$ cat config.mk
export PLATFORM = sky130hd
export DESIGN_NAME = slot_schedule_wake_timer_core
export DESIGN_NICKNAME = d
export VERILOG_FILES = /design/src/rtl/sswt_pkg.sv /design/src/rtl/slot_schedule_wake_timer_core.sv
export SDC_FILE = /design/constraint.sdc
export NUM_CORES = 1
export LEC_CHECK = 0
export ABC_AREA = 1
export CORE_ASPECT_RATIO = 1.1
export CORE_MARGIN = 8
export CORE_UTILIZATION = 40
export DETAILED_ROUTE_END_ITERATION = 8
export DONT_BUFFER_PORTS = 1
export GPL_TIMING_DRIVEN = 0
export MAX_ROUTING_LAYER = met4
export SYNTH_ARGS = -nofsm -noshare
export SYNTH_HDL_FRONTEND = slang
export SYNTH_SLANG_ARGS = --single-unit
$ cat constraint.sdc
create_clock -name i_clk -period 6.65 [get_ports i_clk]
set_input_delay 1.33 -clock i_clk [delete_from_list [all_inputs] [get_ports i_clk]]
set_output_delay 1.33 -clock i_clk [all_outputs]
set_load 0.02 [all_outputs]
$ cat src/rtl/sswt_pkg.sv
package sswt_pkg;

    // Opcodes of an input item
    localparam logic [1:0] OP_TICK = 2'd0;
    localparam logic [1:0] OP_LOAD = 2'd1;
    localparam logic [1:0] OP_EVAL = 2'd2;

    // Configuration register indexes
    localparam logic [2:0] CFG_ENABLE    = 3'd0;
    localparam logic [2:0] CFG_SCHED_LO  = 3'd1;
    localparam logic [2:0] CFG_SCHED_MID = 3'd2;
    localparam logic [2:0] CFG_SCHED_HI  = 3'd3;
    localparam logic [2:0] CFG_MAX_RUN   = 3'd4;

    // Schedule geometry, fixed by the register layout (64 + 64 + 16)
    localparam int SLOT_COUNT = 144;
    localparam int SLOT_W     = 8;

    localparam logic [7:0] MAX_RUN_RESET = 8'd145;

    typedef logic [SLOT_W-1:0] t_slot;

    // minute / 10 for a 6-bit minute (0..63)
    function automatic logic [2:0] div10(input logic [5:0] m);
        logic [2:0] d;
        if (m >= 6'd60) begin
            d = 3'd6;
        end else if (m >= 6'd50) begin
            d = 3'd5;
        end else if (m >= 6'd40) begin
            d = 3'd4;
        end else if (m >= 6'd30) begin
            d = 3'd3;
        end else if (m >= 6'd20) begin
            d = 3'd2;
        end else if (m >= 6'd10) begin
            d = 3'd1;
        end else begin
            d = 3'd0;
        end
        return d;
    endfunction

    // minute % 10
    function automatic logic [3:0] mod10(input logic [5:0] m);
        logic [5:0] d6;
        logic [5:0] r;
        d6 = {3'b000, div10(m)};
        r  = m - ((d6 << 3) + (d6 << 1));
        return r[3:0];
    endfunction

endpackage

$ cat src/rtl/slot_schedule_wake_timer_core.sv
// Slot-schedule wake timer.
// Input channel (i_in_valid / o_in_stall) carries one item: an opcode (tick one
// second, load time, re-evaluate the active flag) and the time fields used by
// a load. Output channel (o_out_valid / i_out_stall) returns one item per input
// item: active flag, seconds until the active run ends, capped run length and
// the clock (hour, minute, second, day count) after the update.
// Config channel (i_cfg_valid / o_cfg_ready, i_cfg_index, i_cfg_data) writes
// enable, the three schedule words and the run-length cap; taken when idle.
// Operation: the 144-slot schedule lives in one rotating shift register that
// turns one slot per cycle; one full turn per item finds the current slot
// bit and the run of set slots after it. An accepted item passes through the
// states SLOT, SCAN, CALC1, CALC2 and DONE; no new item is taken before IDLE.
// The finished result sits in an output register, so the next item is
// accepted while it waits; a stalled receiver only holds the block at the
// end of the following item.
// Reset (synchronous, active low): clock 00:00:00 day 0, active set,
// enable set, schedule cleared, cap 145, both channels empty.
module slot_schedule_wake_timer_core (
    input  logic        i_clk,
    input  logic        i_rst_n,
    // input items
    input  logic        i_in_valid,
    output logic        o_in_stall,
    input  logic [1:0]  i_opcode,
    input  logic [4:0]  i_new_hour,
    input  logic [5:0]  i_new_minute,
    input  logic [5:0]  i_new_second,
    // result items
    output logic        o_out_valid,
    input  logic        i_out_stall,
    output logic        o_active,
    output logic [16:0] o_idle_seconds,
    output logic [7:0]  o_run_length,
    output logic [4:0]  o_hour_now,
    output logic [5:0]  o_minute_now,
    output logic [5:0]  o_second_now,
    output logic [15:0] o_day_count,
    // configuration writes
    input  logic        i_cfg_valid,
    output logic        o_cfg_ready,
    input  logic [2:0]  i_cfg_index,
    input  logic [63:0] i_cfg_data
);

    localparam logic [2:0] ST_IDLE  = 3'd0;
    localparam logic [2:0] ST_SLOT  = 3'd1;
    localparam logic [2:0] ST_SCAN  = 3'd2;
    localparam logic [2:0] ST_CALC1 = 3'd3;
    localparam logic [2:0] ST_CALC2 = 3'd4;
    localparam logic [2:0] ST_DONE  = 3'd5;

    localparam sswt_pkg::t_slot LAST_SLOT = sswt_pkg::t_slot'(sswt_pkg::SLOT_COUNT - 1);
    localparam sswt_pkg::t_slot SLOT_NUM  = sswt_pkg::t_slot'(sswt_pkg::SLOT_COUNT);

    logic [2:0] r_state, n_state;

    // config
    logic                              r_enable;
    logic [sswt_pkg::SLOT_COUNT-1:0]   r_sched;    // bit 0 is slot r_pos
    logic [7:0]                        r_max_run;

    // clock
    logic [4:0]  r_hour, n_hour;
    logic [5:0]  r_minute, n_minute;
    logic [5:0]  r_second, n_second;
    logic [15:0] r_days, n_days;
    logic        r_active;
    logic [1:0]  r_op;

    // scan
    sswt_pkg::t_slot r_slot;
    sswt_pkg::t_slot r_pos;
    logic [3:0]      r_m10;
    logic            r_pre_run;
    sswt_pkg::t_slot r_pre_cnt;
    logic            r_tail_run;
    sswt_pkg::t_slot r_tail_cnt;
    logic            r_cur_bit;

    // arithmetic
    logic [10:0] r_span;       // 10*run + 9 - minute%10
    logic [8:0]  r_runlen_raw;
    logic [16:0] r_idle;
    logic [7:0]  r_runlen;

    // outputs
    logic        r_out_valid;
    logic        r_o_active;
    logic [16:0] r_o_idle;
    logic [7:0]  r_o_runlen;
    logic [4:0]  r_o_hour;
    logic [5:0]  r_o_minute;
    logic [5:0]  r_o_second;
    logic [15:0] r_o_days;

    logic in_acc;
    logic cfg_acc;
    logic out_free;

    assign o_in_stall  = (r_state != ST_IDLE);
    assign o_cfg_ready = (r_state == ST_IDLE);
    assign in_acc      = i_in_valid && (r_state == ST_IDLE);
    assign cfg_acc     = i_cfg_valid && o_cfg_ready;
    assign out_free    = !r_out_valid || !i_out_stall;

    // clock update for an accepted item
    logic [6:0] sec_inc;
    logic [6:0] min_inc;
    logic [5:0] hour_inc;
    always_comb begin
        n_hour   = r_hour;
        n_minute = r_minute;
        n_second = r_second;
        n_days   = r_days;
        sec_inc  = {1'b0, r_second} + 7'd1;
        min_inc  = {1'b0, r_minute};
        hour_inc = {1'b0, r_hour};
        case (i_opcode)
            sswt_pkg::OP_TICK: begin
                if (sec_inc >= 7'd60) begin
                    n_second = 6'd0;
                    min_inc  = {1'b0, r_minute} + 7'd1;
                end else begin
                    n_second = sec_inc[5:0];
                end
                if (min_inc >= 7'd60) begin
                    n_minute = 6'd0;
                    hour_inc = {1'b0, r_hour} + 6'd1;
                end else begin
                    n_minute = min_inc[5:0];
                end
                if (hour_inc >= 6'd24) begin
                    n_hour = 5'd0;
                    n_days = r_days + 16'd1;
                end else begin
                    n_hour = hour_inc[4:0];
                end
            end
            sswt_pkg::OP_LOAD: begin
                n_hour   = i_new_hour;
                n_minute = i_new_minute;
                n_second = i_new_second;
            end
            default: begin
            end
        endcase
    end

    // current slot = (hour*6 + minute/10) mod 144; sum stays below 2*144
    logic [7:0] slot_sum;
    assign slot_sum = ({3'b000, r_hour} << 2) + ({3'b000, r_hour} << 1)
                    + {5'b00000, sswt_pkg::div10(r_minute)};

    // run after the current slot, wrapping into the leading run of the day
    sswt_pkg::t_slot slot_p1;
    sswt_pkg::t_slot pre_lim;
    sswt_pkg::t_slot run;
    assign slot_p1 = r_slot + 8'd1;
    assign pre_lim = (r_pre_cnt < slot_p1) ? r_pre_cnt : slot_p1;
    assign run     = r_tail_run ? (r_tail_cnt + pre_lim) : r_tail_cnt;

    logic [16:0] idle_full;
    assign idle_full = ({6'd0, r_span} << 6) - ({6'd0, r_span} << 2) + 17'd60;

    always_comb begin
        n_state = r_state;
        case (r_state)
            ST_IDLE:  if (i_in_valid) n_state = ST_SLOT;
            ST_SLOT:  n_state = ST_SCAN;
            ST_SCAN:  if (r_pos == LAST_SLOT) n_state = ST_CALC1;
            ST_CALC1: n_state = ST_CALC2;
            ST_CALC2: n_state = ST_DONE;
            ST_DONE:  if (out_free) n_state = ST_IDLE;
            default:  n_state = ST_IDLE;
        endcase
    end

    // control and config
    always_ff @(posedge i_clk) begin
        if (!i_rst_n) begin
            r_state     <= ST_IDLE;
            r_enable    <= 1'b1;
            r_sched     <= '0;
            r_max_run   <= sswt_pkg::MAX_RUN_RESET;
            r_hour      <= '0;
            r_minute    <= '0;
            r_second    <= '0;
            r_days      <= '0;
            r_active    <= 1'b1;
            r_out_valid <= 1'b0;
        end else begin
            r_state <= n_state;
            if (cfg_acc) begin
                case (i_cfg_index)
                    sswt_pkg::CFG_ENABLE:    r_enable       <= i_cfg_data[0];
                    sswt_pkg::CFG_SCHED_LO:  r_sched[63:0]  <= i_cfg_data;
                    sswt_pkg::CFG_SCHED_MID: r_sched[127:64] <= i_cfg_data;
                    sswt_pkg::CFG_SCHED_HI:  r_sched[143:128] <= i_cfg_data[15:0];
                    sswt_pkg::CFG_MAX_RUN:   r_max_run      <= i_cfg_data[7:0];
                    default: begin
                    end
                endcase
            end
            // one full turn per item brings the schedule back in place
            if (r_state == ST_SCAN) begin
                r_sched <= {r_sched[0], r_sched[sswt_pkg::SLOT_COUNT-1:1]};
            end
            if (in_acc) begin
                r_hour   <= n_hour;
                r_minute <= n_minute;
                r_second <= n_second;
                r_days   <= n_days;
            end
            if (r_state == ST_CALC1 && r_op == sswt_pkg::OP_EVAL) begin
                r_active <= r_enable & r_cur_bit;
            end
            if (r_state == ST_DONE && out_free) begin
                r_out_valid <= 1'b1;
            end else if (!i_out_stall) begin
                r_out_valid <= 1'b0;
            end
        end
    end

    // datapath
    always_ff @(posedge i_clk) begin
        if (in_acc) begin
            r_op <= i_opcode;
        end
        case (r_state)
            ST_SLOT: begin
                r_slot     <= (slot_sum >= SLOT_NUM) ? (slot_sum - SLOT_NUM) : slot_sum;
                r_m10      <= sswt_pkg::mod10(r_minute);
                r_pos      <= '0;
                r_pre_run  <= 1'b1;
                r_pre_cnt  <= '0;
                r_tail_run <= 1'b1;
                r_tail_cnt <= '0;
                r_cur_bit  <= 1'b0;
            end
            ST_SCAN: begin
                r_pos <= r_pos + 8'd1;
                if (r_pre_run) begin
                    if (r_sched[0]) begin
                        r_pre_cnt <= r_pre_cnt + 8'd1;
                    end else begin
                        r_pre_run <= 1'b0;
                    end
                end
                if (r_pos == r_slot) begin
                    r_cur_bit <= r_sched[0];
                end
                if (r_pos > r_slot && r_tail_run) begin
                    if (r_sched[0]) begin
                        r_tail_cnt <= r_tail_cnt + 8'd1;
                    end else begin
                        r_tail_run <= 1'b0;
                    end
                end
            end
            ST_CALC1: begin
                r_span <= ({3'b000, run} << 3) + ({3'b000, run} << 1) + 11'd9
                        - {7'd0, r_m10};
                r_runlen_raw <= {1'b0, run} + 9'd1;
            end
            ST_CALC2: begin
                if (!r_active || idle_full < {11'd0, r_second}) begin
                    r_idle <= '0;
                end else begin
                    r_idle <= idle_full - {11'd0, r_second};
                end
                if (!r_active) begin
                    r_runlen <= '0;
                end else if (r_runlen_raw > {1'b0, r_max_run}) begin
                    r_runlen <= r_max_run;
                end else begin
                    r_runlen <= r_runlen_raw[7:0];
                end
            end
            ST_DONE: begin
                if (out_free) begin
                    r_o_active <= r_active;
                    r_o_idle   <= r_idle;
                    r_o_runlen <= r_runlen;
                    r_o_hour   <= r_hour;
                    r_o_minute <= r_minute;
                    r_o_second <= r_second;
                    r_o_days   <= r_days;
                end
            end
            default: begin
            end
        endcase
    end

    assign o_out_valid    = r_out_valid;
    assign o_active       = r_o_active;
    assign o_idle_seconds = r_o_idle;
    assign o_run_length   = r_o_runlen;
    assign o_hour_now     = r_o_hour;
    assign o_minute_now   = r_o_minute;
    assign o_second_now   = r_o_second;
    assign o_day_count    = r_o_days;

endmodule

==> results by group, run 1 <==
Global route
  – Pin count of the biggest net entering global routing: 32
  – Vias in the first global route: 13400
  – Global-route wire length before repair: 71200 microns
  – Total GRT Usage: 18.7%
  – Initial antenna violation count: 0
  – Grt total ovfl: 0

Critical path
  – Critical Path Start Type: register
  – Crit path DAT: 6.14 ns
  – Reg-to-reg setup timing slack: 0.82 ns
  – Worst setup path end: r_span[10]
  – Element type at the critical path end: register
  – Crit-path max FO: 16
  – Worst R2R Path Depth: 32
  – Required @ worst endpoint: 6.96 ns
  – Worst setup path class: register to register
  – Crit Reg-Reg Startpoint: r_slot[0]
  – Slowest stage delay, CP: 0.44 ns
  – Worst r2r dst: r_span[10]
  – Slowest-stage cell, CP: edfxtp_1
  – Crit. Startpoint: r_slot[0]

Clock tree
  – CTS clk-pin slew, worst paths: 0.06 ns
  – Sink Count: 336
  – CTS root buf: clkbuf_16
  – CTS tree: built
  – Longest Clk Path Bufs: 3
  – Hold_buf cts: 0
  – Worst skew pair latency: 0.56 ns
  – Cts bufs inserted: 38
  – Htree depth: 2

Outcome
  – Status: complete, no violations

Run
  – Max Cap Violations: 0

Detailed routing
  – Final ANT Viol Nets: 0
  – Met3 wire length: 2830 microns
  – WL final: 45200 microns
  – Max layer used: met4
  – Met1 WL: 19400 microns
  – WL/cell: 16.9 microns
  – Total vias in the final route: 13800
  – Vias/cell: 5.18
  – Number of detailed-route iterations in the first pass: 5
  – DRT iter0 DRCs: 966
  – WL met2: 21800 microns
  – DRC Markers: 0

Synthesis
  – FF+latch count, synth: 336
  – Number of flops mapped to enable cells by yosys: 145
  – Seq/Total Area, Yosys: 48.6%
  – Ys flop type: dfxtp_1
  – Syn Area/Cell: 8.30 sq um
  – Yosys cell types: 46
  – YS warnings: 0
  – Ys async rst share: 0%
  – Syn nets: 2207
  – Synth Cell Area: 0.0168 sq mm
  – Mapped Cells: 2026

Timing
  – Final setup fails: 0
  – Min Tclk post-route: 5.83 ns
  – Max Fclk: 172 MHz
  – TNS Setup: 0 ns
  – Clk_skew: 0.0211 ns
  – Slew @ Worst Pin: 1.27 ns
  – Max Slew Vio Count: 0
  – Hold Vio Cnt, Final: 0
  – RSZ-0062 raised after global routing: no
  – Slew HR: 15.0%
  – Final worst path period share: 87.7%

Final layout
  – Most frequent cells in the layout: 525 x nand2_1, 257 x inv_1, 191 x dfxtp_1, 174 x a21oi_1, 145 x edfxtp_1
  – Area Growth Syn to Fin: 12.6%
  – Filler instances: 4180
  – Layout net count: 2251
  – Fin area: 0.0189 sq mm
  – Layout cell share with drive strength beyond 1: 5.24%
  – Commonest non-fill, non-tap cell in the layout: nand2_1
  – Ant diodes: 0

Place
  – Port bufs: 0
  – Area after DPL: 0.0176 sq mm
  – Final HPWL DP: 33500 microns
  – RD Place Congestion: 0.904

Die
  – Full die area: 0.0489 sq mm
  – Num ports: 153
  – CORE AREA: 0.0419 sq mm
  – Initial Util: 40.1%
  – Die width: 212 microns
  – Site Rows: 79
  – Die Y: 231 microns

Pwr
  – Leakage: 7.56 nW
  – Clock share of power: 30.5%
  – Psw: 2.55 mW
  – Final total power: 7.28 mW
  – Gate power share: 33.5%
  – Switching fraction of total power: 35.0%
  – Seq pwr share: 36.0%
  – Internal power: 4.73 mW
  – Worst ir drop on vdd: 0.242 mV
  – PD cells: 384 mW/mm^2

Worst hold path
  – Hold crit path type: register to register
## how the worst min path moves through the flow
| stage | from | end | slack, ns | depth (start not counted) |
|---|---|---|---|---|
| global route | r_idle[11] | o_idle_seconds[11] | 0.43 | 0 |
| finish | r_runlen[1] | o_run_length[1] | 0.41 | 0 |
| global placement | r_idle[6] | o_idle_seconds[6] | 0.40 | 0 |
| floorplan | r_idle[0] | o_idle_seconds[0] | 0.40 | 0 |
| detailed placement | r_idle[2] | o_idle_seconds[2] | 0.41 | 0 |
| CTS | r_runlen[1] | o_run_length[1] | 0.42 | 0 |
## sequential cells by signal (all words and copies together) (netlist names), 9 cells and up
signal          cells
r_sched           144
o_idle_seconds     17
r_idle             17
o_day_count        16
r_days             16
r_span             11
r_runlen_raw        9
## area by class of cell
class	count	area, sq um	share of cell area (%)
clock buffers	42	997	5.26
multi-input cells	1339	7320	38.7
inverters	260	976	5.15
well taps	567	709	3.75
repair buffers	5	73.8	0.390
flip-flops and latches	336	8180	43.2
clock inverters	28	315	1.66
plain buffers	90	369	1.95
## timing repair
item | 4_1_cts | 5_1_grt
gates resized for setup | 0 | 1
setup buffers | 0 | 0
setup endpoints to repair | 0 | 1
## cell families after synthesis
kind of cell    share of synthesized area, %
compound gates                          14.5
xor+xnor                                2.50
fa+ha+maj                               6.92
buf+inv                                 8.02
flops                                   48.6
simple gates                            19.5
## metal layers
layer	up-vias	global-route usage, %
li1	6881	-
met1	6505	22.4
met2	364	31.2
met3	66	4.01
met4	0	5.82
met5	-	-
## synthesized netlist by cell type (5+ instances only)
| master | n | area share [%] |
|---|---|---|
| a221oi_1 | 11 | 0.57 |
| or2_2 | 8 | 0.30 |
| o21bai_1 | 6 | 0.27 |
| buf_2 | 7 | 0.21 |
| a31oi_1 | 71 | 2.6 |
| nand3_1 | 64 | 1.9 |
| nor2_1 | 114 | 2.5 |
| a22oi_1 | 75 | 3.3 |
| edfxtp_1 | 145 | 26 |
| nand4_1 | 32 | 1.2 |
| inv_1 | 257 | 5.7 |
| dfxtp_1 | 191 | 23 |
| nand2_2 | 5 | 0.19 |
| clkbuf_1 | 69 | 1.5 |
| nor3_1 | 24 | 0.71 |
| xor2_1 | 33 | 1.7 |
| a21oi_1 | 175 | 5.2 |
| fa_1 | 5 | 0.60 |
| ha_1 | 85 | 6.3 |
| xnor2_1 | 15 | 0.78 |
| o21ai_0 | 54 | 1.6 |
| buf_1 | 11 | 0.25 |
| nand2_1 | 525 | 12 |
## metrics by stage
| step | cells | utilization (%) | hold WS [ns] | worst slack, ns |
|---|---|---|---|---|
| floorplan | 2026 | - | 0.400 | 1.32 |
| global placement | 2593 | 41.8 | 0.401 | 0.621 |
| detailed placement | 2598 | 42.1 | 0.405 | 0.578 |
| CTS | 2668 | 45.2 | 0.417 | 0.540 |
| global route | 2667 | 45.2 | 0.430 | 0.112 |
| finish | 2667 | 45.2 | 0.413 | 0.820 |
## power by group through the flow
stage          logic [mW]  clock network (mW)  registers (mW)
6_report             2.44                2.22            2.62
5_1_grt              2.79                2.35            2.64
4_1_cts              2.46                2.27            2.62
3_5_place_dp         2.44                   0            2.66
3_3_place_gp         2.36                   0            2.66
2_1_floorplan        1.90                   0            2.62
## critical path, delay by kind of cell, from the launching register on
family                   cells  cell delay, ns
adder cells (fa/ha/maj)      6            1.65
AND/OR/NAND/NOR             12            1.64
AO/OA/AOI/OAI                8            1.21
flip-flops                   1            0.44
XOR/XNOR                     2            0.35
buffers and inverters        4            0.27
No activity file was read; power rests on OpenSTA's default activity.
==> run 2: changes to the inputs <==
--- a/config.mk
+++ b/config.mk
@@ -8,7 +8,8 @@
 export ABC_AREA = 1
 export CORE_ASPECT_RATIO = 1.1
 export CORE_MARGIN = 8
-export CORE_UTILIZATION = 40
+export CORE_UTILIZATION = 24
+export CTS_BUF_LIST = sky130_fd_sc_hd__clkbuf_8 sky130_fd_sc_hd__clkbuf_16
 export DETAILED_ROUTE_END_ITERATION = 8
 export DONT_BUFFER_PORTS = 1
 export GPL_TIMING_DRIVEN = 0
==> results by group, run 2 (synthesis gave the netlist of run 1 again) <==
Outcome
  – Status: complete, no violations (unchanged)

Timing
  – Max Fclk: 167 MHz (was 172 MHz)
  – Slew HR: 12.6% (was 15.0%)
  – Hold slack: 0.411 ns (was 0.413 ns)
  – Max Slew Vio Count: 0 (unchanged)
  – Clk_skew: 0.0309 ns (was 0.0211 ns)
  – Final setup fails: 0 (unchanged)
  – RSZ-0062 raised after global routing: no (unchanged)
  – Slew @ Worst Pin: 1.30 ns (was 1.27 ns)
  – Min Tclk post-route: 5.98 ns (was 5.83 ns)
  – Hold Vio Cnt, Final: 0 (unchanged)
  – Final worst path period share: 90.0% (was 87.7%)

Place
  – Port bufs: 0 (unchanged)
  – Final HPWL DP: 35800 microns (was 33500 microns)
  – RD Place Congestion: 0.868 (was 0.904)

Final layout
  – Filler instances: 7580 (was 4180)
  – Most frequent cells in the layout: 525 x nand2_1, 265 x inv_1, 191 x dfxtp_1, 174 x a21oi_1, 145 x edfxtp_1 (was 525 x nand2_1, 257 x inv_1, 191 x dfxtp_1, 174 x a21oi_1, 145 x edfxtp_1)
  – Multi-input logic area: 0.00732 sq mm (unchanged)
  – Commonest non-fill, non-tap cell in the layout: nand2_1 (unchanged)
  – Area Growth Syn to Fin: 15.6% (was 12.6%)
  – Reg area: 0.00818 sq mm (unchanged)
  – Top reg by flops: r_sched (unchanged)
  – Layout net count: 2253 (was 2251)
  – Largest register FFs: 144 (unchanged)
  – Layout cell share with drive strength beyond 1: 5.18% (was 5.24%)

Critical path
  – Crit Reg-Reg Startpoint: r_slot[0] (unchanged)
  – Worst r2r dst: r_span[10] (unchanged)
  – Crit path depth: 33 (was 32)
  – Crit-path max FO: 10 (was 16)
  – Reg-to-reg setup timing slack: 0.67 ns (was 0.82 ns)
  – Required @ worst endpoint: 6.94 ns (was 6.96 ns)
  – Crit path DAT: 6.27 ns (was 6.14 ns)
  – Buffers & Inverters on Critical Path: 5 (was 4)
  – Slowest-stage cell, CP: edfxtp_1 (unchanged)
  – Critical Path Start Type: register (unchanged)
  – Worst setup path class: register to register (unchanged)
  – Crit. Startpoint: r_slot[0] (unchanged)
  – Crit-path leading delay family: simple AND/OR/NAND/NOR gates (was adder cells)
  – Slowest stage delay, CP: 0.47 ns (was 0.44 ns)
  – Worst setup path end: r_span[10] (unchanged)
  – Worst R2R Path Depth: 33 (was 32)
  – Element type at the critical path end: register (unchanged)

Die
  – Die width: 268 microns (was 212 microns)
  – Die Y: 294 microns (was 231 microns)
  – Site Rows: 102 (was 79)
  – Initial Util: 24.1% (was 40.1%)
  – Full die area: 0.0788 sq mm (was 0.0489 sq mm)
  – CORE AREA: 0.0699 sq mm (was 0.0419 sq mm)
  – Num ports: 153 (unchanged)

Global route
  – Busiest layer in global routing: met2 (unchanged)
  – Initial antenna violation count: 8 (was 0)
  – M3 GR Usage: 3.58% (was 4.01%)
  – Total GRT Usage: 12.1% (was 18.7%)
  – Global-route wire length before repair: 73700 microns (was 71200 microns)
  – Vias in the first global route: 13100 (was 13400)
  – Met1 usage: 14.2% (was 22.4%)
  – Pin count of the biggest net entering global routing: 30 (was 32)
  – Grt total ovfl: 0 (unchanged)
  – M2 GR Usage: 19.8% (was 31.2%)

Pwr
  – Gate power share: 33.2% (was 33.5%)
  – PD cells: 374 mW/mm^2 (was 384 mW/mm^2)
  – Worst ir drop on vdd: 0.220 mV (was 0.242 mV)
  – Clock share of power: 30.8% (was 30.5%)
  – Final total power: 7.27 mW (was 7.28 mW)
  – Psw: 2.54 mW (was 2.55 mW)
  – Leakage: 7.60 nW (was 7.56 nW)
  – Switching fraction of total power: 35.0% (about the same)
  – Seq pwr share: 36.0% (about the same)
  – Internal power: 4.73 mW (about the same)

Clock tree
  – Postcts setup bufs: 0 (unchanged)
  – Sink Count: 336 (unchanged)
  – Worst skew pair latency: 0.56 ns (about the same)
  – CTS tree: built (unchanged)
  – CTS clk-pin slew, worst paths: 0.06 ns (about the same)
  – Longest Clk Path Bufs: 3 (unchanged)
  – CTS root buf: clkbuf_16 (unchanged)
  – Cts bufs inserted: 39 (was 38)
  – Htree depth: 2 (unchanged)

Detailed routing
  – WL final: 47900 microns (was 45200 microns)
  – Total vias in the final route: 13700 (was 13800)
  – Final ANT Viol Nets: 0 (unchanged)
  – DRC Markers: 0 (unchanged)
  – WL/cell: 15.7 microns (was 16.9 microns)
  – Vias/cell: 4.49 (was 5.18)
  – Number of detailed-route iterations in the first pass: 5 (unchanged)
  – DRT iter0 DRCs: 1015 (was 966)

Worst hold path
  – Hold crit path type: register to register (unchanged)

Run
  – Max Cap Violations: 0 (unchanged)
-- run 2: worst min-delay path by stage --
stage | from | endpoint | slack, ns | depth (start not counted)
global placement | r_idle[7] | o_idle_seconds[7] | 0.40 | 0
floorplan | r_idle[0] | o_idle_seconds[0] | 0.40 | 0
CTS | r_idle[7] | o_idle_seconds[7] | 0.42 | 0
finish | r_idle[7] | o_idle_seconds[7] | 0.41 | 0
global route | r_idle[5] | o_idle_seconds[5] | 0.43 | 0
detailed placement | r_idle[2] | o_idle_seconds[2] | 0.41 | 0
-- run 2: routing by layer --
| metal | up-vias | routed length [microns] |
|---|---|---|
| met3 | 84 | 3880 |
| met1 | 6320 | 20200 |
| met2 | 360 | 22300 |
| li1 | 6915 | - |
| met5 | - | 0 |
| met4 | 0 | 1510 |
-- run 2: metrics by stage --
stage	std cells	area (sq um)	worst slack, ns	setup TNS [ns]	util, %
5_1_grt	3047	19400	0.141	0	27.8
6_report	3047	19400	0.668	0	27.8
2_1_floorplan	2026	16800	1.32	0	-
4_1_cts	3039	19400	0.506	0	27.8
3_5_place_dp	2967	18100	0.561	0	25.9
3_3_place_gp	2962	18000	-0.133	-6.95	25.7
-- run 2: area by class of cell --
type	instances	area share, %
multi-input cells	1339	37.7
clock inverters	29	1.47
flip-flops and latches	336	42.1
diodes	8	0.103
clock buffers	43	5.36
plain buffers	91	1.92
inverters	260	5.02
repair buffers	5	0.380
well taps	936	6.02
-- run 2: power groups by stage --
stage | sequential, mW | combinational [mW] | clock [mW]
2_1_floorplan | 2.62 | 1.90 | 0
3_3_place_gp | 2.66 | 2.38 | 0
3_5_place_dp | 2.66 | 2.42 | 0
4_1_cts | 2.62 | 2.44 | 2.29
5_1_grt | 2.64 | 2.81 | 2.37
6_report | 2.62 | 2.41 | 2.24
-- run 2: worst reg2reg max path, delay by kind of cell, from the launching register on --
family / cells / cell delay (ns)
XOR/XNOR: 2 / 0.29
AO/OA/AOI/OAI: 8 / 1.32
flip-flops: 1 / 0.47
AND/OR/NAND/NOR: 13 / 1.58
buffers and inverters: 5 / 0.60
adder cells (fa/ha/maj): 5 / 1.43
-- run 2: what timing repair did --
action | CTS | global route
gates resized for setup | 0 | 1
hold buffers | 0 | 0
setup endpoints to repair | 0 | 1
